$ cat src/rtl/core/pixel_convert_brightness_stats_core_defines.svh
// Assertion macros shared by the pixel convert and statistics core.
// No dependencies; the bodies are empty when SYNTHESIS is defined.
`ifndef PIXEL_CONVERT_BRIGHTNESS_STATS_CORE_DEFINES_SVH
`define PIXEL_CONVERT_BRIGHTNESS_STATS_CORE_DEFINES_SVH

`ifndef SYNTHESIS
// Same-cycle implication, checked at every rising edge outside reset
`define PCBS_ASSERT_IMP(lbl, clk, rst, ante, cons, msg) \
   lbl: assert property (@(posedge clk) disable iff (rst) (ante) |-> (cons)) else $error(msg);
// Next-cycle implication, checked at every rising edge outside reset
`define PCBS_ASSERT_NXT(lbl, clk, rst, ante, cons, msg) \
   lbl: assert property (@(posedge clk) disable iff (rst) (ante) |=> (cons)) else $error(msg);
`else
`define PCBS_ASSERT_IMP(lbl, clk, rst, ante, cons, msg)
`define PCBS_ASSERT_NXT(lbl, clk, rst, ante, cons, msg)
`endif

`endif

$ cat src/rtl/core/pcbs_pkg.sv
// Package for the pixel convert and statistics core: widths, codes, types, helpers.
// No dependencies.
package pcbs_pkg;

   localparam int MAX_DIMENSION  = 4096;
   localparam int POS_WIDTH      = 12;
   localparam int DIM_WIDTH      = 13;
   localparam int TALLY_WIDTH    = 25;
   localparam int CHAN_WIDTH     = 8;
   localparam int RGB_WIDTH      = 24;
   localparam int WORD_WIDTH     = 32;
   localparam int CSR_ADDR_WIDTH = 4;
   localparam int CSR_DATA_WIDTH = 32;

   localparam logic [TALLY_WIDTH-1:0] TALLY_MAX     = '1;
   localparam logic [POS_WIDTH-1:0]   EDGE_ONES     = '1;
   localparam logic [CHAN_WIDTH-1:0]  DIM_LIMIT     = 8'd32;
   localparam logic [CHAN_WIDTH-1:0]  BRIGHT_LIMIT  = 8'd128;
   localparam logic [DIM_WIDTH-1:0]   WIDTH_RESET   = 13'd640;
   localparam logic [DIM_WIDTH-1:0]   HEIGHT_RESET  = 13'd480;

   typedef enum logic [1:0] {
      CLASS_ZERO,
      CLASS_DIM,
      CLASS_MID,
      CLASS_BRIGHT
   } pixel_class_type;

   typedef enum logic [1:0] {
      CSR_PIXEL_FORMAT = 2'd0,
      CSR_FRAME_WIDTH  = 2'd1,
      CSR_FRAME_HEIGHT = 2'd2
   } csr_index_type;

   typedef enum logic {
      FMT_ARGB8888 = 1'b0,
      FMT_RGB565   = 1'b1
   } pixel_format_type;

   typedef struct packed {
      logic [RGB_WIDTH-1:0]  rgb;
      logic [CHAN_WIDTH-1:0] peak;
      pixel_class_type       pclass;
   } pixel_info_type;

   typedef struct packed {
      logic                   frame_done;
      logic [TALLY_WIDTH-1:0] zero_count;
      logic [TALLY_WIDTH-1:0] dim_count;
      logic [TALLY_WIDTH-1:0] mid_count;
      logic [TALLY_WIDTH-1:0] bright_count;
      logic [CHAN_WIDTH-1:0]  peak_channel;
      logic                   any_nonzero;
      logic [POS_WIDTH-1:0]   box_left;
      logic [POS_WIDTH-1:0]   box_top;
      logic [POS_WIDTH-1:0]   box_right;
      logic [POS_WIDTH-1:0]   box_bottom;
   } frame_stats_type;

   // Last valid position for a programmed dimension: zero acts as one, large values clamp
   function automatic logic [POS_WIDTH-1:0] limit_last(input logic [DIM_WIDTH-1:0] dim);
      logic [DIM_WIDTH-1:0] less_one;
      less_one = dim - 13'd1;
      if (dim == '0) begin
         return '0;
      end else if (dim > DIM_WIDTH'(MAX_DIMENSION)) begin
         return POS_WIDTH'(MAX_DIMENSION - 1);
      end else begin
         return less_one[POS_WIDTH-1:0];
      end
   endfunction

   // Saturating tally increment
   function automatic logic [TALLY_WIDTH-1:0] sat_bump(input logic [TALLY_WIDTH-1:0] tally,
                                                      input logic hit);
      if (hit && (tally != TALLY_MAX)) begin
         return tally + 25'd1;
      end else begin
         return tally;
      end
   endfunction

endpackage

$ cat src/rtl/core/pcbs_convert.sv
// Pixel conversion to RGB888, largest channel and brightness class.
// Depends on pcbs_pkg.
module pcbs_convert
   import pcbs_pkg::*;
(
   input  logic                  pixel_format,
   input  logic [WORD_WIDTH-1:0] pixel_word,
   output pixel_info_type        info
);

   logic [CHAN_WIDTH-1:0] red;
   logic [CHAN_WIDTH-1:0] green;
   logic [CHAN_WIDTH-1:0] blue;
   logic [CHAN_WIDTH-1:0] largest;

   // Unpack the word; RGB565 widens by repeating the top bits
   always_comb begin
      unique case (pixel_format_type'(pixel_format))
         FMT_RGB565: begin
            red   = {pixel_word[15:11], pixel_word[15:13]};
            green = {pixel_word[10:5],  pixel_word[10:9]};
            blue  = {pixel_word[4:0],   pixel_word[4:2]};
         end
         default: begin
            red   = pixel_word[23:16];
            green = pixel_word[15:8];
            blue  = pixel_word[7:0];
         end
      endcase
   end

   // Find the largest channel
   always_comb begin
      largest = red;
      if (green > largest) begin
         largest = green;
      end
      if (blue > largest) begin
         largest = blue;
      end
   end

   // Class the pixel by its largest channel
   always_comb begin
      info.rgb  = {red, green, blue};
      info.peak = largest;
      priority if (largest == '0) begin
         info.pclass = CLASS_ZERO;
      end else if (largest < DIM_LIMIT) begin
         info.pclass = CLASS_DIM;
      end else if (largest < BRIGHT_LIMIT) begin
         info.pclass = CLASS_MID;
      end else begin
         info.pclass = CLASS_BRIGHT;
      end
   end

endmodule

$ cat src/rtl/core/pcbs_stats.sv
// Frame statistics: raster position, class tallies, peak channel and bounding box.
// Depends on pcbs_pkg.
module pcbs_stats
   import pcbs_pkg::*;
(
   input  logic                 clock,
   input  logic                 reset,
   input  logic                 step,
   input  pixel_info_type       info,
   input  logic [DIM_WIDTH-1:0] frame_width,
   input  logic [DIM_WIDTH-1:0] frame_height,
   output frame_stats_type      result
);

   logic [POS_WIDTH-1:0]   column_ff, column_in;
   logic [POS_WIDTH-1:0]   row_ff, row_in;
   logic [TALLY_WIDTH-1:0] zero_ff, zero_in;
   logic [TALLY_WIDTH-1:0] dim_ff, dim_in;
   logic [TALLY_WIDTH-1:0] mid_ff, mid_in;
   logic [TALLY_WIDTH-1:0] bright_ff, bright_in;
   logic [CHAN_WIDTH-1:0]  peak_ff, peak_in;
   logic                   seen_ff, seen_in;
   logic [POS_WIDTH-1:0]   left_ff, left_in;
   logic [POS_WIDTH-1:0]   top_ff, top_in;
   logic [POS_WIDTH-1:0]   right_ff, right_in;
   logic [POS_WIDTH-1:0]   bottom_ff, bottom_in;

   logic [POS_WIDTH-1:0]   last_column;
   logic [POS_WIDTH-1:0]   last_row;
   logic                   row_end;
   logic                   frame_end;
   logic                   nonzero;
   logic [TALLY_WIDTH-1:0] zero_upd, dim_upd, mid_upd, bright_upd;
   logic [CHAN_WIDTH-1:0]  peak_upd;
   logic                   seen_upd;
   logic [POS_WIDTH-1:0]   left_upd, top_upd, right_upd, bottom_upd;

   // Row and frame end against the clamped dimensions
   assign last_column = limit_last(frame_width);
   assign last_row    = limit_last(frame_height);
   assign row_end     = column_ff >= last_column;
   assign frame_end   = row_end && (row_ff >= last_row);
   assign nonzero     = info.pclass != CLASS_ZERO;

   // Statistics with this pixel included
   always_comb begin
      zero_upd   = sat_bump(zero_ff,   info.pclass == CLASS_ZERO);
      dim_upd    = sat_bump(dim_ff,    info.pclass == CLASS_DIM);
      mid_upd    = sat_bump(mid_ff,    info.pclass == CLASS_MID);
      bright_upd = sat_bump(bright_ff, info.pclass == CLASS_BRIGHT);
      peak_upd   = (nonzero && (info.peak > peak_ff)) ? info.peak : peak_ff;
      seen_upd   = seen_ff | nonzero;
      left_upd   = left_ff;
      top_upd    = top_ff;
      right_upd  = right_ff;
      bottom_upd = bottom_ff;
      if (nonzero) begin
         if (!seen_ff) begin
            left_upd   = column_ff;
            right_upd  = column_ff;
            top_upd    = row_ff;
            bottom_upd = row_ff;
         end else begin
            if (column_ff < left_ff) begin
               left_upd = column_ff;
            end
            if (column_ff > right_ff) begin
               right_upd = column_ff;
            end
            if (row_ff < top_ff) begin
               top_upd = row_ff;
            end
            if (row_ff > bottom_ff) begin
               bottom_upd = row_ff;
            end
         end
      end
   end

   // Result word; the box reads as zero until a nonzero pixel arrives
   always_comb begin
      result.frame_done   = frame_end;
      result.zero_count   = zero_upd;
      result.dim_count    = dim_upd;
      result.mid_count    = mid_upd;
      result.bright_count = bright_upd;
      result.peak_channel = peak_upd;
      result.any_nonzero  = seen_upd;
      result.box_left     = seen_upd ? left_upd   : '0;
      result.box_top      = seen_upd ? top_upd    : '0;
      result.box_right    = seen_upd ? right_upd  : '0;
      result.box_bottom   = seen_upd ? bottom_upd : '0;
   end

   // Advance the state: hold when idle, clear at frame end
   always_comb begin
      column_in = column_ff;
      row_in    = row_ff;
      zero_in   = zero_ff;
      dim_in    = dim_ff;
      mid_in    = mid_ff;
      bright_in = bright_ff;
      peak_in   = peak_ff;
      seen_in   = seen_ff;
      left_in   = left_ff;
      top_in    = top_ff;
      right_in  = right_ff;
      bottom_in = bottom_ff;
      if (step) begin
         if (frame_end) begin
            column_in = '0;
            row_in    = '0;
            zero_in   = '0;
            dim_in    = '0;
            mid_in    = '0;
            bright_in = '0;
            peak_in   = '0;
            seen_in   = 1'b0;
            left_in   = EDGE_ONES;
            top_in    = EDGE_ONES;
            right_in  = '0;
            bottom_in = '0;
         end else begin
            zero_in   = zero_upd;
            dim_in    = dim_upd;
            mid_in    = mid_upd;
            bright_in = bright_upd;
            peak_in   = peak_upd;
            seen_in   = seen_upd;
            left_in   = left_upd;
            top_in    = top_upd;
            right_in  = right_upd;
            bottom_in = bottom_upd;
            if (row_end) begin
               column_in = '0;
               row_in    = row_ff + 12'd1;
            end else begin
               column_in = column_ff + 12'd1;
            end
         end
      end
   end

   always_ff @(posedge clock) begin
      if (reset) begin
         column_ff <= '0;
         row_ff    <= '0;
         zero_ff   <= '0;
         dim_ff    <= '0;
         mid_ff    <= '0;
         bright_ff <= '0;
         peak_ff   <= '0;
         seen_ff   <= 1'b0;
         left_ff   <= EDGE_ONES;
         top_ff    <= EDGE_ONES;
         right_ff  <= '0;
         bottom_ff <= '0;
      end else begin
         column_ff <= column_in;
         row_ff    <= row_in;
         zero_ff   <= zero_in;
         dim_ff    <= dim_in;
         mid_ff    <= mid_in;
         bright_ff <= bright_in;
         peak_ff   <= peak_in;
         seen_ff   <= seen_in;
         left_ff   <= left_in;
         top_ff    <= top_in;
         right_ff  <= right_in;
         bottom_ff <= bottom_in;
      end
   end

endmodule

$ cat src/rtl/core/pixel_convert_brightness_stats_core.sv
// Pixel convert and statistics core: a word enters the input register, is then converted,
// classed and folded into the frame statistics, and loads the result register once it is free.
// Throughput: one word per clock while the result is taken; a full result register stalls
// the input register, and the statistics update between the two registers is combinational.
// Reset (synchronous): ARGB8888, 640 x 480, statistics and position reset, both valid flags cleared.
// Depends on pcbs_pkg, pcbs_convert, pcbs_stats and the defines header.
`include "pixel_convert_brightness_stats_core_defines.svh"

module pixel_convert_brightness_stats_core
   import pcbs_pkg::*;
(
   input  logic                      clock,
   input  logic                      reset,

   input  logic                      req_valid,
   output logic                      req_ready,
   input  logic [WORD_WIDTH-1:0]     req_pixel_word,

   output logic                      rsp_valid,
   input  logic                      rsp_ready,
   output logic [RGB_WIDTH-1:0]      rsp_rgb_out,
   output logic                      rsp_frame_done,
   output logic [TALLY_WIDTH-1:0]    rsp_zero_count,
   output logic [TALLY_WIDTH-1:0]    rsp_dim_count,
   output logic [TALLY_WIDTH-1:0]    rsp_mid_count,
   output logic [TALLY_WIDTH-1:0]    rsp_bright_count,
   output logic [CHAN_WIDTH-1:0]     rsp_peak_channel,
   output logic                      rsp_any_nonzero,
   output logic [POS_WIDTH-1:0]      rsp_box_left,
   output logic [POS_WIDTH-1:0]      rsp_box_top,
   output logic [POS_WIDTH-1:0]      rsp_box_right,
   output logic [POS_WIDTH-1:0]      rsp_box_bottom,

   input  logic                      psel,
   input  logic                      penable,
   input  logic                      pwrite,
   input  logic [CSR_ADDR_WIDTH-1:0] paddr,
   input  logic [CSR_DATA_WIDTH-1:0] pwdata,
   output logic [CSR_DATA_WIDTH-1:0] prdata,
   output logic                      pready
);

   logic                      format_ff, format_in;
   logic [DIM_WIDTH-1:0]      width_ff, width_in;
   logic [DIM_WIDTH-1:0]      height_ff, height_in;
   logic                      csr_write;
   csr_index_type             csr_index;

   logic                      s1_valid_ff, s1_valid_in;
   logic [WORD_WIDTH-1:0]     s1_word_ff;
   logic                      rsp_valid_ff, rsp_valid_in;
   logic [RGB_WIDTH-1:0]      rsp_rgb_ff;
   frame_stats_type           rsp_stats_ff;

   logic                      advance;
   logic                      step;
   pixel_info_type            info;
   frame_stats_type           stats;

   // Register file
   assign pready    = 1'b1;
   assign csr_write = psel && penable && pwrite && pready;
   assign csr_index = csr_index_type'(paddr[CSR_ADDR_WIDTH-1:2]);

   always_comb begin
      format_in = format_ff;
      width_in  = width_ff;
      height_in = height_ff;
      if (csr_write) begin
         unique case (csr_index)
            CSR_PIXEL_FORMAT: format_in = pwdata[0];
            CSR_FRAME_WIDTH:  width_in  = pwdata[DIM_WIDTH-1:0];
            CSR_FRAME_HEIGHT: height_in = pwdata[DIM_WIDTH-1:0];
            default:          format_in = format_ff;
         endcase
      end
   end

   always_comb begin
      unique case (csr_index)
         CSR_PIXEL_FORMAT: prdata = {{(CSR_DATA_WIDTH-1){1'b0}}, format_ff};
         CSR_FRAME_WIDTH:  prdata = {{(CSR_DATA_WIDTH-DIM_WIDTH){1'b0}}, width_ff};
         CSR_FRAME_HEIGHT: prdata = {{(CSR_DATA_WIDTH-DIM_WIDTH){1'b0}}, height_ff};
         default:          prdata = '0;
      endcase
   end

   always_ff @(posedge clock) begin
      if (reset) begin
         format_ff <= 1'b0;
         width_ff  <= WIDTH_RESET;
         height_ff <= HEIGHT_RESET;
      end else begin
         format_ff <= format_in;
         width_ff  <= width_in;
         height_ff <= height_in;
      end
   end

   // Flow control: the result register frees up when empty or taken
   assign advance     = !rsp_valid_ff || rsp_ready;
   assign req_ready   = !s1_valid_ff || advance;
   assign step        = s1_valid_ff && advance;
   assign s1_valid_in = req_ready ? req_valid : s1_valid_ff;
   assign rsp_valid_in = advance ? s1_valid_ff : rsp_valid_ff;

   always_ff @(posedge clock) begin
      if (reset) begin
         s1_valid_ff  <= 1'b0;
         rsp_valid_ff <= 1'b0;
      end else begin
         s1_valid_ff  <= s1_valid_in;
         rsp_valid_ff <= rsp_valid_in;
      end
   end

   // Capture the incoming word
   always_ff @(posedge clock) begin
      if (req_valid && req_ready) begin
         s1_word_ff <= req_pixel_word;
      end
   end

   pcbs_convert u_convert (
      .pixel_format (format_ff),
      .pixel_word   (s1_word_ff),
      .info         (info)
   );

   pcbs_stats u_stats (
      .clock        (clock),
      .reset        (reset),
      .step         (step),
      .info         (info),
      .frame_width  (width_ff),
      .frame_height (height_ff),
      .result       (stats)
   );

   // Load the result word
   always_ff @(posedge clock) begin
      if (step) begin
         rsp_rgb_ff   <= info.rgb;
         rsp_stats_ff <= stats;
      end
   end

   assign rsp_valid        = rsp_valid_ff;
   assign rsp_rgb_out      = rsp_rgb_ff;
   assign rsp_frame_done   = rsp_stats_ff.frame_done;
   assign rsp_zero_count   = rsp_stats_ff.zero_count;
   assign rsp_dim_count    = rsp_stats_ff.dim_count;
   assign rsp_mid_count    = rsp_stats_ff.mid_count;
   assign rsp_bright_count = rsp_stats_ff.bright_count;
   assign rsp_peak_channel = rsp_stats_ff.peak_channel;
   assign rsp_any_nonzero  = rsp_stats_ff.any_nonzero;
   assign rsp_box_left     = rsp_stats_ff.box_left;
   assign rsp_box_top      = rsp_stats_ff.box_top;
   assign rsp_box_right    = rsp_stats_ff.box_right;
   assign rsp_box_bottom   = rsp_stats_ff.box_bottom;

   // Checks
   `PCBS_ASSERT_IMP(a_dark_frame, clock, reset, rsp_valid_ff && !rsp_stats_ff.any_nonzero, rsp_stats_ff.peak_channel == '0 && rsp_stats_ff.dim_count == '0 && rsp_stats_ff.mid_count == '0 && rsp_stats_ff.bright_count == '0, "statistics report lit pixels with none seen")
   `PCBS_ASSERT_IMP(a_peak_lit, clock, reset, rsp_valid_ff && rsp_stats_ff.any_nonzero, rsp_stats_ff.peak_channel != '0, "nonzero pixel seen but peak is zero")
   `PCBS_ASSERT_IMP(a_box_order, clock, reset, rsp_valid_ff && rsp_stats_ff.any_nonzero, rsp_stats_ff.box_left <= rsp_stats_ff.box_right && rsp_stats_ff.box_top <= rsp_stats_ff.box_bottom, "bounding box edges out of order")
   `PCBS_ASSERT_NXT(a_input_hold, clock, reset, s1_valid_ff && !advance, s1_valid_ff && $stable(s1_word_ff), "input word lost while result stalled")

endmodule
$ cat config.mk
export PLATFORM = sky130hd
export DESIGN_NAME = pixel_convert_brightness_stats_core
export DESIGN_NICKNAME = d
export VERILOG_FILES = /design/src/rtl/core/pcbs_pkg.sv /design/src/rtl/core/pcbs_convert.sv /design/src/rtl/core/pcbs_stats.sv /design/src/rtl/core/pixel_convert_brightness_stats_core.sv
export VERILOG_INCLUDE_DIRS = /design/src /design/src/rtl/core
export SDC_FILE = /design/constraint.sdc
export NUM_CORES = 1
export LEC_CHECK = 0
export BUFFER_PORTS_ARGS = -buffer_cell sky130_fd_sc_hd__buf_2
export CORE_MARGIN = 5
export CORE_UTILIZATION = 45
export DETAILED_ROUTE_END_ITERATION = 12
export GPL_TIMING_DRIVEN = 1
export PLACE_DENSITY = 0.64
export SKIP_CTS_REPAIR_TIMING = 1
export SYNTH_ARGS = -nofsm -noshare
export SYNTH_HDL_FRONTEND = slang
export SYNTH_SLANG_ARGS = --single-unit
$ cat constraint.sdc
create_clock -name clock -period 8.35 [get_ports clock]
set_input_delay 0.4175 -clock clock [delete_from_list [all_inputs] [get_ports clock]]
set_output_delay 0.4175 -clock clock [all_outputs]
set_load 0.01 [all_outputs]
==> impl_metrics.json <==
{
  "seq_area_frac_synth_pct": 48.1,
  "area_delta_synth_final_pct": 14.3,
  "wirelength_um": 57100,
  "die_area_um2": 52500,
  "critical_path_buf_inv_count": 0,
  "synth_edf_count": 206,
  "clock_latency_ns": 0.56,
  "setup_tns_ns": 0,
  "drcViolationCount": 0,
  "synth_flop_cell": "dfxtp_1",
  "cp-endpoint": "u_stats.peak_ff[4]$_SDFFE_PP0P_",
  "synth.top_cells.by_count": "nand2_1 (231), dfxtp_1 (210), edfxtp_1 (206)",
  "worstSetupStartpointType": "register",
  "grt_pass1_vias": 17000,
  "antenna_found_initial": 1,
  "synth_cells": 2231,
  "n_fill_cell": 4307,
  "drive_gt1_share_pct": 15.9,
  "cts_root_buf": "clkbuf_16",
  "die_width_um": 229,
  "drtAntennaViolNets": 0,
  "ir_drop_mv": 0.155,
  "syn_avg_cell_area_um2": 9.69,
  "path_class": "reg -> reg",
  "fin_area_um2": 24700,
  "crit_required_ns": 8.85,
  "place_hpwl_um": 39300,
  "power_density_nw_per_um2": 196,
  "worst_pin_slew_ns": 1.07,
  "slew_viol_final": 0,
  "hp-class": "in -> reg",
  "num_vias": 17500,
  "grt_max_degree": 77,
  "cts_inserted_buffers": 45,
  "grt_pass1_wl_um": 90600,
  "htreeDepth": 2,
  "cts_num_sinks": 416,
  "drt_iter0_markers": 1239,
  "die_height_um": 229,
  "clkTransAtPathRegs_ns": 0.06,
  "rsz0062_at_grt": "no",
  "start_util_pct": 45.4,
  "routed_via_density": 5.67,
  "post-synth-top-count-cell": "nand2_1",
  "cts_tree": "built",
  "worst_slack_ns": 0.772,
  "endpoint_kind": "register",
  "final_nets": 2600,
  "yosys.area.top_type": "edfxtp_1",
  "cp_common_cell": "o21ai_0",
  "grt.overflow.total": 0,
  "status": "finished clean",
  "relSlewSlack_pct": 28.8,
  "synth_seq_cells": 416,
  "cts_buffer_depth": 3,
  "cpPeakStageDelay_ns": 0.90,
  "drv_cap": 0,
  "r2r-start": "format_ff$_SDFFE_PP0P_",
  "power.total_uw": 4850,
  "track_usage_pct": 21.0,
  "fmax_mhz": 132,
  "synth_warnings": 0,
  "async_flop_share_pct": 0,
  "fin_crit_ns": 7.58,
  "setup_violations": 0,
  "avgRoutedWirePerCell_um": 18.6,
  "startpoint": "format_ff$_SDFFE_PP0P_",
  "p_leak_uw": 0.0101,
  "worst-path-stages": 26,
  "io_buffer_count": 242,
  "ff2ff_setup_slack_ns": 0.77,
  "cp.arrival_ns": 8.08,
  "finClkSkew_ns": 0.0116,
  "r2r_end": "u_stats.peak_ff[4]$_SDFFE_PP0P_",
  "first_pass_iters": 5,
  "core_area_um2": 47600,
  "netlist.area_leader.share_pct": 28.6,
  "synth.area.top_cells": "edfxtp_1 (29%), dfxtp_1 (19%), ha_1 (5.7%), nand2_1 (4.0%), a22o_1 (2.9%)",
  "io-pin-count": 292,
  "row_count": 80,
  "post-place-ws_ns": 0.431,
  "hold_viol_final": 0,
  "place_area_um2": 23300,
  "fin_crit_sh_pct": 90.8,
  "reg2regPathDepth": 26,
  "ys_types": 77,
  "syn-cell-area_um2": 21600,
  "crit_slowest_cell": "dfxtp_1",
  "crit_family": "compound AO/OA/AOI/OAI gates",
  "path_max_fanout": 22,
  "antenna_cells": 0,
  "place.gp.congestion": 0.865
}
metal layers:
metal	vias to the layer above	share of wire (%)	GRT usage [%]	wire (um)
li1	8523	-	-	-
met5	-	0	0	0
met2	507	47	34.9	26900
met1	8308	44	27.9	25000
met3	112	5.7	3.44	3240
met4	0	3.4	7.39	1930
stage by stage:
stage	util, %	std cells	hold slack (ns)
6_report	51.9	3075	0.0279
5_1_grt	51.9	3075	0.000830
4_1_cts	51.9	3075	-0.00707
3_5_place_dp	48.9	2994	0.466
3_3_place_gp	48.9	2994	0.454
2_1_floorplan	-	2249	0.440
cell families after synthesis:
family	synth area share [%]
muxes	2.85
xor gates and xnor gates	4.98
and+or+nand+nor	16.9
AOI/OAI and AO/OA	16.3
buffers and inverters	5.09
adders and majority gates	5.73
DFF	48.1
other	0.0347
sequential cells by signal, indices dropped and copies added (netlist names), 8 cells and up:
name	count
height_ff	13
rsp_box_bottom	12
rsp_box_left	12
rsp_box_right	12
rsp_box_top	12
rsp_bright_count	25
rsp_dim_count	25
rsp_mid_count	25
rsp_peak_channel	8
rsp_rgb_out	24
rsp_zero_count	25
s1_word_ff	24
u_stats.bottom_ff	12
u_stats.bright_ff	25
u_stats.column_ff	12
u_stats.dim_ff	25
u_stats.left_ff	12
u_stats.mid_ff	25
u_stats.peak_ff	8
u_stats.right_ff	12
u_stats.row_ff	12
u_stats.top_ff	12
u_stats.zero_ff	25
width_ff	13
worst register-to-register path: cells and delay by family (launching register included):
kind | cells | cell delay (ns)
adders and majority gates | 3 | 1.08
and+or+nand+nor | 7 | 1.76
muxes | 1 | 0.50
DFF | 1 | 0.90
AOI/OAI and AO/OA | 15 | 3.28
cells in the final DEF (no fill, tap or decap), types with 12 or more instances in the layout:
master     synthesis  final
mux2i_1           39     39
or3_1             25     25
nor4_1            21     19
mux2_2            20     20
inv_1            115    115
or4_1             29     29
conb_1             2     20
edfxtp_1         206    206
and3_1            48     48
nor2b_1           12     12
clkbuf_16          0     45
nand2_1          231    231
ha_1              99     99
a21o_1            29     29
a31oi_1           73     73
nand4_1           37     37
buf_2             28    242
nand3_1           90     89
nor3_1            49     47
a21oi_1          113    113
a22o_1            71     71
buf_4             24     30
dfxtp_1          210    210
nand2b_1          16     15
o211ai_1          37     37
nor2_1           158    155
o21ai_0           92     92
xor2_1            67     67
xnor2_1           56     56
worst min-delay path by stage:
stage               slack [ns]  cells after the start                       startpoint                               to
finish                    0.03                      1               req_pixel_word[11]         s1_word_ff[11]$_DFFE_PP_
global route            0.0008                      1               req_pixel_word[11]         s1_word_ff[11]$_DFFE_PP_
detailed placement        0.47                      1  u_stats.peak_ff[1]$_SDFFE_PP0P_  u_stats.peak_ff[1]$_SDFFE_PP0P_
CTS                     -0.007                      1               req_pixel_word[11]         s1_word_ff[11]$_DFFE_PP_
global placement          0.45                      2  u_stats.mid_ff[24]$_SDFFE_PP0P_  u_stats.mid_ff[24]$_SDFFE_PP0P_
floorplan                 0.44                      2  u_stats.mid_ff[24]$_SDFFE_PP0P_  u_stats.mid_ff[24]$_SDFFE_PP0P_
area by class of cell:
type	instances	area, um2	area share (%)
Clock inverter	27	234	0.947
Timing Repair Buffer	272	1440	5.81
Clock buffer	54	1190	4.82
Multi-Input combinational cell	1573	10200	41.4
Tap cell	615	769	3.11
Inverter	118	450	1.82
Sequential cell	416	10400	42.0
where the power goes:
part / internal (uW) / total, uW / switching, uW
Combinational: 206 / 610 / 405
Sequential: 2240 / 2290 / 49.1
Clock: 1140 / 1950 / 814
Power figures use the tool's default switching activity.
